==> src/design/jfp_pkg.sv <==
// shared types and constants of the joystick frame parser
package jfp_pkg;

  localparam int unsigned BYTE_W = 8;
  localparam int unsigned AXIS_W = 16;
  localparam int unsigned CFG_IDX_W = 8;

  // register indexes of the configuration port
  localparam logic [CFG_IDX_W-1:0] REG_HEADER = CFG_IDX_W'(0);
  localparam logic [CFG_IDX_W-1:0] REG_FOOTER = CFG_IDX_W'(1);

  localparam logic [BYTE_W-1:0] HEADER_RESET = 8'd170;
  localparam logic [BYTE_W-1:0] FOOTER_RESET = 8'd85;

  // payload bytes that feed the result
  localparam int unsigned USED_BYTES = 5;
  localparam int unsigned AXES = 4;
  localparam int unsigned BTN_SLOT = 4;

  // button codes carried by payload byte five
  localparam logic [BYTE_W-1:0] BTN_ONE = 8'd1;
  localparam logic [BYTE_W-1:0] BTN_TWO = 8'd2;
  localparam logic [BYTE_W-1:0] BTN_THREE = 8'd3;
  localparam logic [BYTE_W-1:0] BTN_FOUR = 8'd4;

  // axis = (b - 100) * 16384 / 100, magnitude by reciprocal: m * ceil(2^26/25) >> 14
  localparam logic [BYTE_W-1:0] AXIS_CENTER = 8'd100;
  localparam int unsigned RECIP_W = 22;
  localparam logic [RECIP_W-1:0] AXIS_RECIP = 22'd2684355;
  localparam int unsigned AXIS_SHIFT = 14;
  localparam int unsigned PROD_W = BYTE_W + RECIP_W;

  typedef struct packed {
    logic signed [AXIS_W-1:0] axis_right_vertical;
    logic signed [AXIS_W-1:0] axis_right_horizontal;
    logic signed [AXIS_W-1:0] axis_left_vertical;
    logic signed [AXIS_W-1:0] axis_left_horizontal;
    logic                     button_code_one;
    logic                     button_code_two;
    logic                     button_code_three;
    logic                     button_code_four;
  } joy_result_t;

endpackage

==> src/design/jfp_cfg_if.sv <==
// configuration write channel
interface jfp_cfg_if;
  logic                               valid;
  logic                               ready;
  logic [jfp_pkg::CFG_IDX_W-1:0]      index;
  logic [jfp_pkg::BYTE_W-1:0]         data;

  modport source (output valid, output index, output data, input ready);
  modport sink (input valid, input index, input data, output ready);
endinterface

==> src/design/jfp_byte_if.sv <==
// received byte channel
interface jfp_byte_if;
  logic                       valid;
  logic                       ready;
  logic [jfp_pkg::BYTE_W-1:0] rx_byte;

  modport source (output valid, output rx_byte, input ready);
  modport sink (input valid, input rx_byte, output ready);
endinterface

==> src/design/jfp_joy_if.sv <==
// decoded joystick result channel
interface jfp_joy_if;
  logic                              valid;
  logic                              ready;
  logic signed [jfp_pkg::AXIS_W-1:0] axis_right_vertical;
  logic signed [jfp_pkg::AXIS_W-1:0] axis_right_horizontal;
  logic signed [jfp_pkg::AXIS_W-1:0] axis_left_vertical;
  logic signed [jfp_pkg::AXIS_W-1:0] axis_left_horizontal;
  logic                              button_code_one;
  logic                              button_code_two;
  logic                              button_code_three;
  logic                              button_code_four;

  modport source (
    output valid, input ready,
    output axis_right_vertical, output axis_right_horizontal,
    output axis_left_vertical, output axis_left_horizontal,
    output button_code_one, output button_code_two,
    output button_code_three, output button_code_four
  );
  modport sink (
    input valid, output ready,
    input axis_right_vertical, input axis_right_horizontal,
    input axis_left_vertical, input axis_left_horizontal,
    input button_code_one, input button_code_two,
    input button_code_three, input button_code_four
  );
endinterface

==> src/design/jfp_axis_scale.sv <==
// maps one payload byte from 0..200 onto signed q1.14, truncated toward zero
module jfp_axis_scale (
  input  logic [jfp_pkg::BYTE_W-1:0]        byte_i,
  output logic signed [jfp_pkg::AXIS_W-1:0] axis_o
);

  logic                          below;
  logic [jfp_pkg::BYTE_W-1:0]    mag;
  logic [jfp_pkg::PROD_W-1:0]    prod;
  logic [jfp_pkg::AXIS_W-1:0]    quot;

  always_comb begin
    below = byte_i < jfp_pkg::AXIS_CENTER;
    mag   = below ? (jfp_pkg::AXIS_CENTER - byte_i) : (byte_i - jfp_pkg::AXIS_CENTER);
    prod  = jfp_pkg::PROD_W'(mag) * jfp_pkg::PROD_W'(jfp_pkg::AXIS_RECIP);
    quot  = prod[jfp_pkg::AXIS_SHIFT +: jfp_pkg::AXIS_W];
    axis_o = below ? -$signed(quot) : $signed(quot);
  end

endmodule

==> src/design/joystick_frame_parser.sv <==
// joystick frame parser top level
//
// byte_i takes one received serial byte per beat; a beat can be taken in
// every cycle but a stalled footer slot. A frame is a header byte,
// PAYLOAD_BYTES payload bytes and a footer byte; a header counts only
// right after a footer value byte. When the footer slot holds the footer
// value, joy_o carries one result (four q1.14 axes and four button flags)
// in the cycle after that byte. A bad footer drops the frame silently and
// hunting restarts. Throughput: one byte per cycle, set by the single
// position counter and the result register that follows the four axis
// multipliers. If joy_o is stalled, byte_i keeps taking bytes until the
// next footer slot; only that byte waits for the pending result to leave.
// cfg_i writes header_value (index 0) and footer_value (index 1) at any
// time and is always ready; other indexes are dropped.
// Reset: hunting for a header, previous byte zero, header 170, footer 85,
// no result pending.
module joystick_frame_parser #(
  parameter int unsigned PAYLOAD_BYTES = 5
) (
  input logic      clk_i,
  input logic      rst_ni,
  jfp_cfg_if.sink  cfg_i,
  jfp_byte_if.sink byte_i,
  jfp_joy_if.source joy_o
);

  localparam int unsigned POS_W = $clog2(PAYLOAD_BYTES + 2);
  localparam logic [POS_W-1:0] POS_HUNT = POS_W'(0);
  localparam logic [POS_W-1:0] POS_FOOTER = POS_W'(PAYLOAD_BYTES + 1);

  logic [jfp_pkg::BYTE_W-1:0] header_q, footer_q;
  logic [jfp_pkg::BYTE_W-1:0] last_q;
  logic [POS_W-1:0]           pos_q, pos_d;
  logic [jfp_pkg::BYTE_W-1:0] store_q [jfp_pkg::USED_BYTES];
  logic                       res_valid_q, res_valid_d;
  jfp_pkg::joy_result_t       res_q, res_d;
  logic signed [jfp_pkg::AXIS_W-1:0] axis [jfp_pkg::AXES];

  logic accept;
  logic footer_slot;
  logic good_frame;
  logic [jfp_pkg::BYTE_W-1:0] rx;

  assign rx          = byte_i.rx_byte;
  assign footer_slot = pos_q == POS_FOOTER;
  assign byte_i.ready = !(res_valid_q && footer_slot);
  assign accept      = byte_i.valid && byte_i.ready;
  assign good_frame  = accept && footer_slot && (rx == footer_q);
  assign cfg_i.ready = 1'b1;

  // configuration registers
  always_ff @(posedge clk_i or negedge rst_ni) begin
    if (!rst_ni) begin
      header_q <= jfp_pkg::HEADER_RESET;
      footer_q <= jfp_pkg::FOOTER_RESET;
    end else if (cfg_i.valid) begin
      unique case (cfg_i.index)
        jfp_pkg::REG_HEADER: header_q <= cfg_i.data;
        jfp_pkg::REG_FOOTER: footer_q <= cfg_i.data;
        default: ;
      endcase
    end
  end

  // frame position
  always_comb begin
    pos_d = pos_q;
    if (accept) begin
      if (pos_q == POS_HUNT) begin
        if (rx == header_q && last_q == footer_q) begin
          pos_d = POS_W'(1);
        end
      end else if (pos_q <= POS_W'(PAYLOAD_BYTES)) begin
        pos_d = pos_q + POS_W'(1);
      end else begin
        pos_d = POS_HUNT;
      end
    end
  end

  always_ff @(posedge clk_i or negedge rst_ni) begin
    if (!rst_ni) begin
      pos_q  <= POS_HUNT;
      last_q <= '0;
    end else if (accept) begin
      pos_q  <= pos_d;
      last_q <= rx;
    end
  end

  // payload bytes that feed the result
  always_ff @(posedge clk_i) begin
    for (int i = 0; i < jfp_pkg::USED_BYTES; i++) begin
      if (accept && pos_q == POS_W'(i + 1)) begin
        store_q[i] <= rx;
      end
    end
  end

  for (genvar g = 0; g < jfp_pkg::AXES; g++) begin : g_axis
    jfp_axis_scale u_scale (
      .byte_i (store_q[g]),
      .axis_o (axis[g])
    );
  end

  always_comb begin
    res_d = res_q;
    if (good_frame) begin
      res_d.axis_right_vertical   = axis[0];
      res_d.axis_right_horizontal = axis[1];
      res_d.axis_left_vertical    = axis[2];
      res_d.axis_left_horizontal  = axis[3];
      res_d.button_code_one   = store_q[jfp_pkg::BTN_SLOT] == jfp_pkg::BTN_ONE;
      res_d.button_code_two   = store_q[jfp_pkg::BTN_SLOT] == jfp_pkg::BTN_TWO;
      res_d.button_code_three = store_q[jfp_pkg::BTN_SLOT] == jfp_pkg::BTN_THREE;
      res_d.button_code_four  = store_q[jfp_pkg::BTN_SLOT] == jfp_pkg::BTN_FOUR;
    end
    res_valid_d = res_valid_q;
    if (good_frame) begin
      res_valid_d = 1'b1;
    end else if (joy_o.ready) begin
      res_valid_d = 1'b0;
    end
  end

  always_ff @(posedge clk_i or negedge rst_ni) begin
    if (!rst_ni) begin
      res_valid_q <= 1'b0;
    end else begin
      res_valid_q <= res_valid_d;
    end
  end

  always_ff @(posedge clk_i) begin
    res_q <= res_d;
  end

  assign joy_o.valid                 = res_valid_q;
  assign joy_o.axis_right_vertical   = res_q.axis_right_vertical;
  assign joy_o.axis_right_horizontal = res_q.axis_right_horizontal;
  assign joy_o.axis_left_vertical    = res_q.axis_left_vertical;
  assign joy_o.axis_left_horizontal  = res_q.axis_left_horizontal;
  assign joy_o.button_code_one       = res_q.button_code_one;
  assign joy_o.button_code_two       = res_q.button_code_two;
  assign joy_o.button_code_three     = res_q.button_code_three;
  assign joy_o.button_code_four      = res_q.button_code_four;

endmodule
==> src/flat_wrapper.sv <==
// flat-port wrapper written by rule: the top's interface ports become plain ports
module joystick_frame_parser_flat 
#(
  parameter int unsigned PAYLOAD_BYTES = 5
)
  (clk_i, rst_ni, cfg_i_valid, cfg_i_index, cfg_i_data, cfg_i_ready, byte_i_valid, byte_i_rx_byte, byte_i_ready, joy_o_valid, joy_o_ready, joy_o_axis_right_vertical, joy_o_axis_right_horizontal, joy_o_axis_left_vertical, joy_o_axis_left_horizontal, joy_o_button_code_one, joy_o_button_code_two, joy_o_button_code_three, joy_o_button_code_four);
  jfp_cfg_if cfg_i_i ();
  jfp_byte_if byte_i_i ();
  jfp_joy_if joy_o_i ();
  input logic clk_i;
  input logic rst_ni;
  input wire logic [$bits(cfg_i_i.valid)-1:0] cfg_i_valid;
  input wire logic [$bits(cfg_i_i.index)-1:0] cfg_i_index;
  input wire logic [$bits(cfg_i_i.data)-1:0] cfg_i_data;
  output wire logic [$bits(cfg_i_i.ready)-1:0] cfg_i_ready;
  input wire logic [$bits(byte_i_i.valid)-1:0] byte_i_valid;
  input wire logic [$bits(byte_i_i.rx_byte)-1:0] byte_i_rx_byte;
  output wire logic [$bits(byte_i_i.ready)-1:0] byte_i_ready;
  output wire logic [$bits(joy_o_i.valid)-1:0] joy_o_valid;
  input wire logic [$bits(joy_o_i.ready)-1:0] joy_o_ready;
  output wire logic [$bits(joy_o_i.axis_right_vertical)-1:0] joy_o_axis_right_vertical;
  output wire logic [$bits(joy_o_i.axis_right_horizontal)-1:0] joy_o_axis_right_horizontal;
  output wire logic [$bits(joy_o_i.axis_left_vertical)-1:0] joy_o_axis_left_vertical;
  output wire logic [$bits(joy_o_i.axis_left_horizontal)-1:0] joy_o_axis_left_horizontal;
  output wire logic [$bits(joy_o_i.button_code_one)-1:0] joy_o_button_code_one;
  output wire logic [$bits(joy_o_i.button_code_two)-1:0] joy_o_button_code_two;
  output wire logic [$bits(joy_o_i.button_code_three)-1:0] joy_o_button_code_three;
  output wire logic [$bits(joy_o_i.button_code_four)-1:0] joy_o_button_code_four;
  assign cfg_i_i.valid = cfg_i_valid;
  assign cfg_i_i.index = cfg_i_index;
  assign cfg_i_i.data = cfg_i_data;
  assign cfg_i_ready = cfg_i_i.ready;
  assign byte_i_i.valid = byte_i_valid;
  assign byte_i_i.rx_byte = byte_i_rx_byte;
  assign byte_i_ready = byte_i_i.ready;
  assign joy_o_valid = joy_o_i.valid;
  assign joy_o_i.ready = joy_o_ready;
  assign joy_o_axis_right_vertical = joy_o_i.axis_right_vertical;
  assign joy_o_axis_right_horizontal = joy_o_i.axis_right_horizontal;
  assign joy_o_axis_left_vertical = joy_o_i.axis_left_vertical;
  assign joy_o_axis_left_horizontal = joy_o_i.axis_left_horizontal;
  assign joy_o_button_code_one = joy_o_i.button_code_one;
  assign joy_o_button_code_two = joy_o_i.button_code_two;
  assign joy_o_button_code_three = joy_o_i.button_code_three;
  assign joy_o_button_code_four = joy_o_i.button_code_four;
  joystick_frame_parser #(.PAYLOAD_BYTES(PAYLOAD_BYTES)) u_core (.clk_i(clk_i), .rst_ni(rst_ni), .cfg_i(cfg_i_i), .byte_i(byte_i_i), .joy_o(joy_o_i));
endmodule
==> config.mk <==
export PLATFORM = sky130hd
export DESIGN_NAME = joystick_frame_parser_flat
export DESIGN_NICKNAME = d
export VERILOG_FILES = /design/src/design/jfp_pkg.sv /design/src/design/jfp_cfg_if.sv /design/src/design/jfp_byte_if.sv /design/src/design/jfp_joy_if.sv /design/src/design/jfp_axis_scale.sv /design/src/design/joystick_frame_parser.sv /design/src/flat_wrapper.sv
export SDC_FILE = /design/constraint.sdc
export NUM_CORES = 1
export LEC_CHECK = 0
export BUFFER_PORTS_ARGS = -buffer_cell sky130_fd_sc_hd__buf_2
export CORE_ASPECT_RATIO = 0.7
export CORE_MARGIN = 2
export CORE_UTILIZATION = 25
export DETAILED_ROUTE_END_ITERATION = 12
export SLEW_MARGIN = 20
export SYNTH_ARGS = -nofsm -noshare
export SYNTH_HDL_FRONTEND = slang
export SYNTH_SLANG_ARGS = --single-unit
==> constraint.sdc <==
create_clock -name clk_i -period 20.9 [get_ports clk_i]
set_input_delay 4.18 -clock clk_i [delete_from_list [all_inputs] [get_ports clk_i]]
set_output_delay 4.18 -clock clk_i [all_outputs]
set_load 0.05 [all_outputs]
==> metrics.md <==
| Metric | Value |
|---|---|
| Outcome | complete, no violations |
| Boundary pin count | 100 |
| Worst Path Required | 21.08 ns |
| Clk root buf | clkbuf_16 |
| Antenna-violating nets left | 0 |
| Maxcap violations | 0 |
| Setup TNS | 0 ns |
| Synth warn | 0 |
| Initial DRC Count | 794 |
| Setup ws final | 13.19 ns |
| Kind of critical path | reg2reg |
| Register area share after synthesis | 22.5% |
| Global route overflow | 0 |
| Fraction of layout cells with a size suffix above 1 | 9.50% |
| CP Launch Type | flop |
| Clock Sinks | 136 |
| Most frequent cells in the layout | 313 x ha_1, 307 x inv_1, 140 x fa_1 |
| Worst skew pair latency | 0.44 ns |
| Synth cell types | 73 |
| Slew headroom | 31.3% |
| RSZ-0062 raised after global routing | false |
| Count of final max-slew check failures | 0 |
| FF+latch count, synth | 136 |
| Number of fill cells in the layout | 7350 |
| Synth Net Count | 2305 |
| CTS Hold Bufs | 0 |
| Worst-case clock buffer depth | 2 |
| H-Tree Depth | 4 |
| Hold Crit Class | reg2reg |
| Starting density of the core | 25.2% |
| Setup Skew | 0.0168 ns |
| Pin count of the biggest net entering global routing | 70 |
| Post-synth EDFFs | 108 |
| Die Ht | 226 um |
| Vias in the first global route | 12527 |
| Period utilization | 36.9% |
| Reg clk slew, reported paths | 0.06 ns |
| Final hold violations | 0 |
| Die ar. | 0.0725 mm^2 |
| GRT Total Usage | 11.7% |
| Core ar. | 0.0697 mm^2 |
| Port Buffer Count | 98 |
| Ys flop type | edfxtp_1 |
| Final Wtd Congestion | 0.886 |
| Final setup fails | 0 |
| TritonCTS clock tree | built |
| Pre-Repair DR Iteration Count | 5 |
| Reg area | 0.00395 mm^2 |
| Area Overhead vs Synth | 12.1% |
| Max Clock Freq | 0.130 GHz |
| Design area | 0.0197 mm^2 |
| Row count | 81 |
| Cts repair resizes | 0 |
| Placed instance area | 0.0191 mm^2 |
| Leading cell type in the layout, fill and taps excluded | ha_1 |
| Avg Cell Area, Syn | 9.64 um^2 |
| Remaining DRCs | 0 |
| Initial antenna violation count | 4 |
| Total clock buffers created by CTS | 17 |
| Drt wl/cell | 14.5 um |
| Critical Path AT | 7.89 ns |
| Actual slew at the worst max-slew pin | 1.03 ns |
| Via count | 12770 |
| Nets | 2396 |
| DRT Wirelength | 41200 um |
| Post-DP HPWL | 34300 um |
| First-pass GRT wire length | 67500 um |
| Die Width | 321 um |
| Setup bufs post-CTS | 0 |
| Post-Place Worst Slack | 13.26 ns |
| Crit-path max FO | 9 |
| Endpoint class of the critical path | flop |
| Area of the multi-input gates | 0.0124 mm^2 |
| Asr flop ratio synth | 20.6% |
| Synthesized area | 0.0176 mm^2 |
| Vias per Instance | 4.49 |
| Final worst path period need | 7.71 ns |
| Post-Syn Instances | 1823 |
==> synthesized netlist by cell type, types with 11 or more instances <==
cell type	count	area, um^2
dfrtp_1	20	500
a31oi_1	24	150
mux2_2	16	180
nor2_1	82	308
a21oi_1	105	526
o31ai_1	13	97.6
nand2b_1	11	68.8
nor3_1	18	90.1
a21o_1	36	270
o21ai_0	71	355
xor2_1	62	543
fa_1	140	2800
edfxtp_1	108	3240
nand2_1	126	473
a211oi_1	16	120
and2_1	15	93.8
and3_1	16	100
xnor2_1	95	832
ha_1	313	3920
nand3_1	25	125
nand4_1	28	175
clkbuf_1	26	97.6
inv_1	307	1150
==> routing by layer <==
layer,routed length [um],vias up,GRT usage [%]
met3,2080,16,2.45
li1,-,6460,-
met2,15300,283,15.9
met5,11,-,0
met4,208,2,1.66
met1,23600,6009,18.8
==> logic make-up after synthesis <==
family	share of synthesized area (%)
DFF	22.5
AOI/OAI and AO/OA	12.0
xor gates and xnor gates	7.82
buffers and inverters	7.17
muxes	1.48
other	0.0213
and+or+nand+nor	10.8
adders and majority gates	38.2
==> state kept, by name (all words and copies together), names as in the netlist <==
name                                count
u_core.footer_q                         8
u_core.header_q                         8
u_core.joy_o.axis_left_horizontal      16
u_core.joy_o.axis_left_vertical        16
u_core.joy_o.axis_right_horizontal     16
u_core.joy_o.axis_right_vertical       16
u_core.joy_o.button_code_four           1
u_core.joy_o.button_code_one            1
u_core.joy_o.button_code_three          1
u_core.joy_o.button_code_two            1
u_core.joy_o.valid                      1
u_core.last_q                           8
u_core.pos_q                            3
u_core.store_q                         40
==> stage by stage <==
stage | instances | hold WS [ns] | util (%)
2_1_floorplan | 1823 | 0.465 | -
3_3_place_gp | 2808 | 0.490 | 27.4
3_5_place_dp | 2808 | 0.485 | 27.4
4_1_cts | 2840 | 0.510 | 28.2
5_1_grt | 2840 | 0.526 | 28.3
6_report | 2841 | 0.511 | 28.3
==> final timing paths <==
path | from | to | slack, ns | cells after the start
min in group asynchronous | rst_ni | u_core.footer_q[7] | 3.76 | 1
worst min-delay path | u_core.last_q[5] | u_core.last_q[5] | 0.51 | 2
worst max-delay path | u_core.store_q[0][26] | u_core.joy_o.axis_left_horizontal[12] | 13.19 | 24
worst max register to register | u_core.store_q[0][26] | u_core.joy_o.axis_left_horizontal[12] | 13.19 | 24
max in group asynchronous | rst_ni | u_core.pos_q[1] | 16.71 | 1
worst min register to register | u_core.last_q[5] | u_core.last_q[5] | 0.51 | 2
==> critical path, cell delays in order (launching register included) <==
cell	delay [ns]
edfxtp_1	0.45
inv_1	0.16
ha_1	0.20
nand2b_1	0.09
a31o_2	0.35
nand3_1	0.14
nor2b_1	0.17
xor2_1	0.49
inv_1	0.18
fa_1	0.57
fa_1	0.57
fa_1	0.56
inv_1	0.06
fa_1	0.47
ha_1	0.39
and4_1	0.25
nand4_1	0.10
nor4_1	0.43
nor3_1	0.15
xnor2_1	0.21
or3_1	0.37
or3_4	0.37
or4_1	0.54
o21ai_2	0.14
xnor2_1	0.07
==> cell type report <==
cell class	instances	area share, %
flip-flops and latches	136	20.1
diodes	1	0.0127
well taps	913	5.80
inverters	307	5.85
multi-input cells	1352	62.8
clock buffers	17	2.16
clock inverters	15	0.737
repair buffers	100	2.57
Power is left out: the tool's default activity adds up to more than one toggle a clock period on the data nets, which glitch-free logic cannot reach.
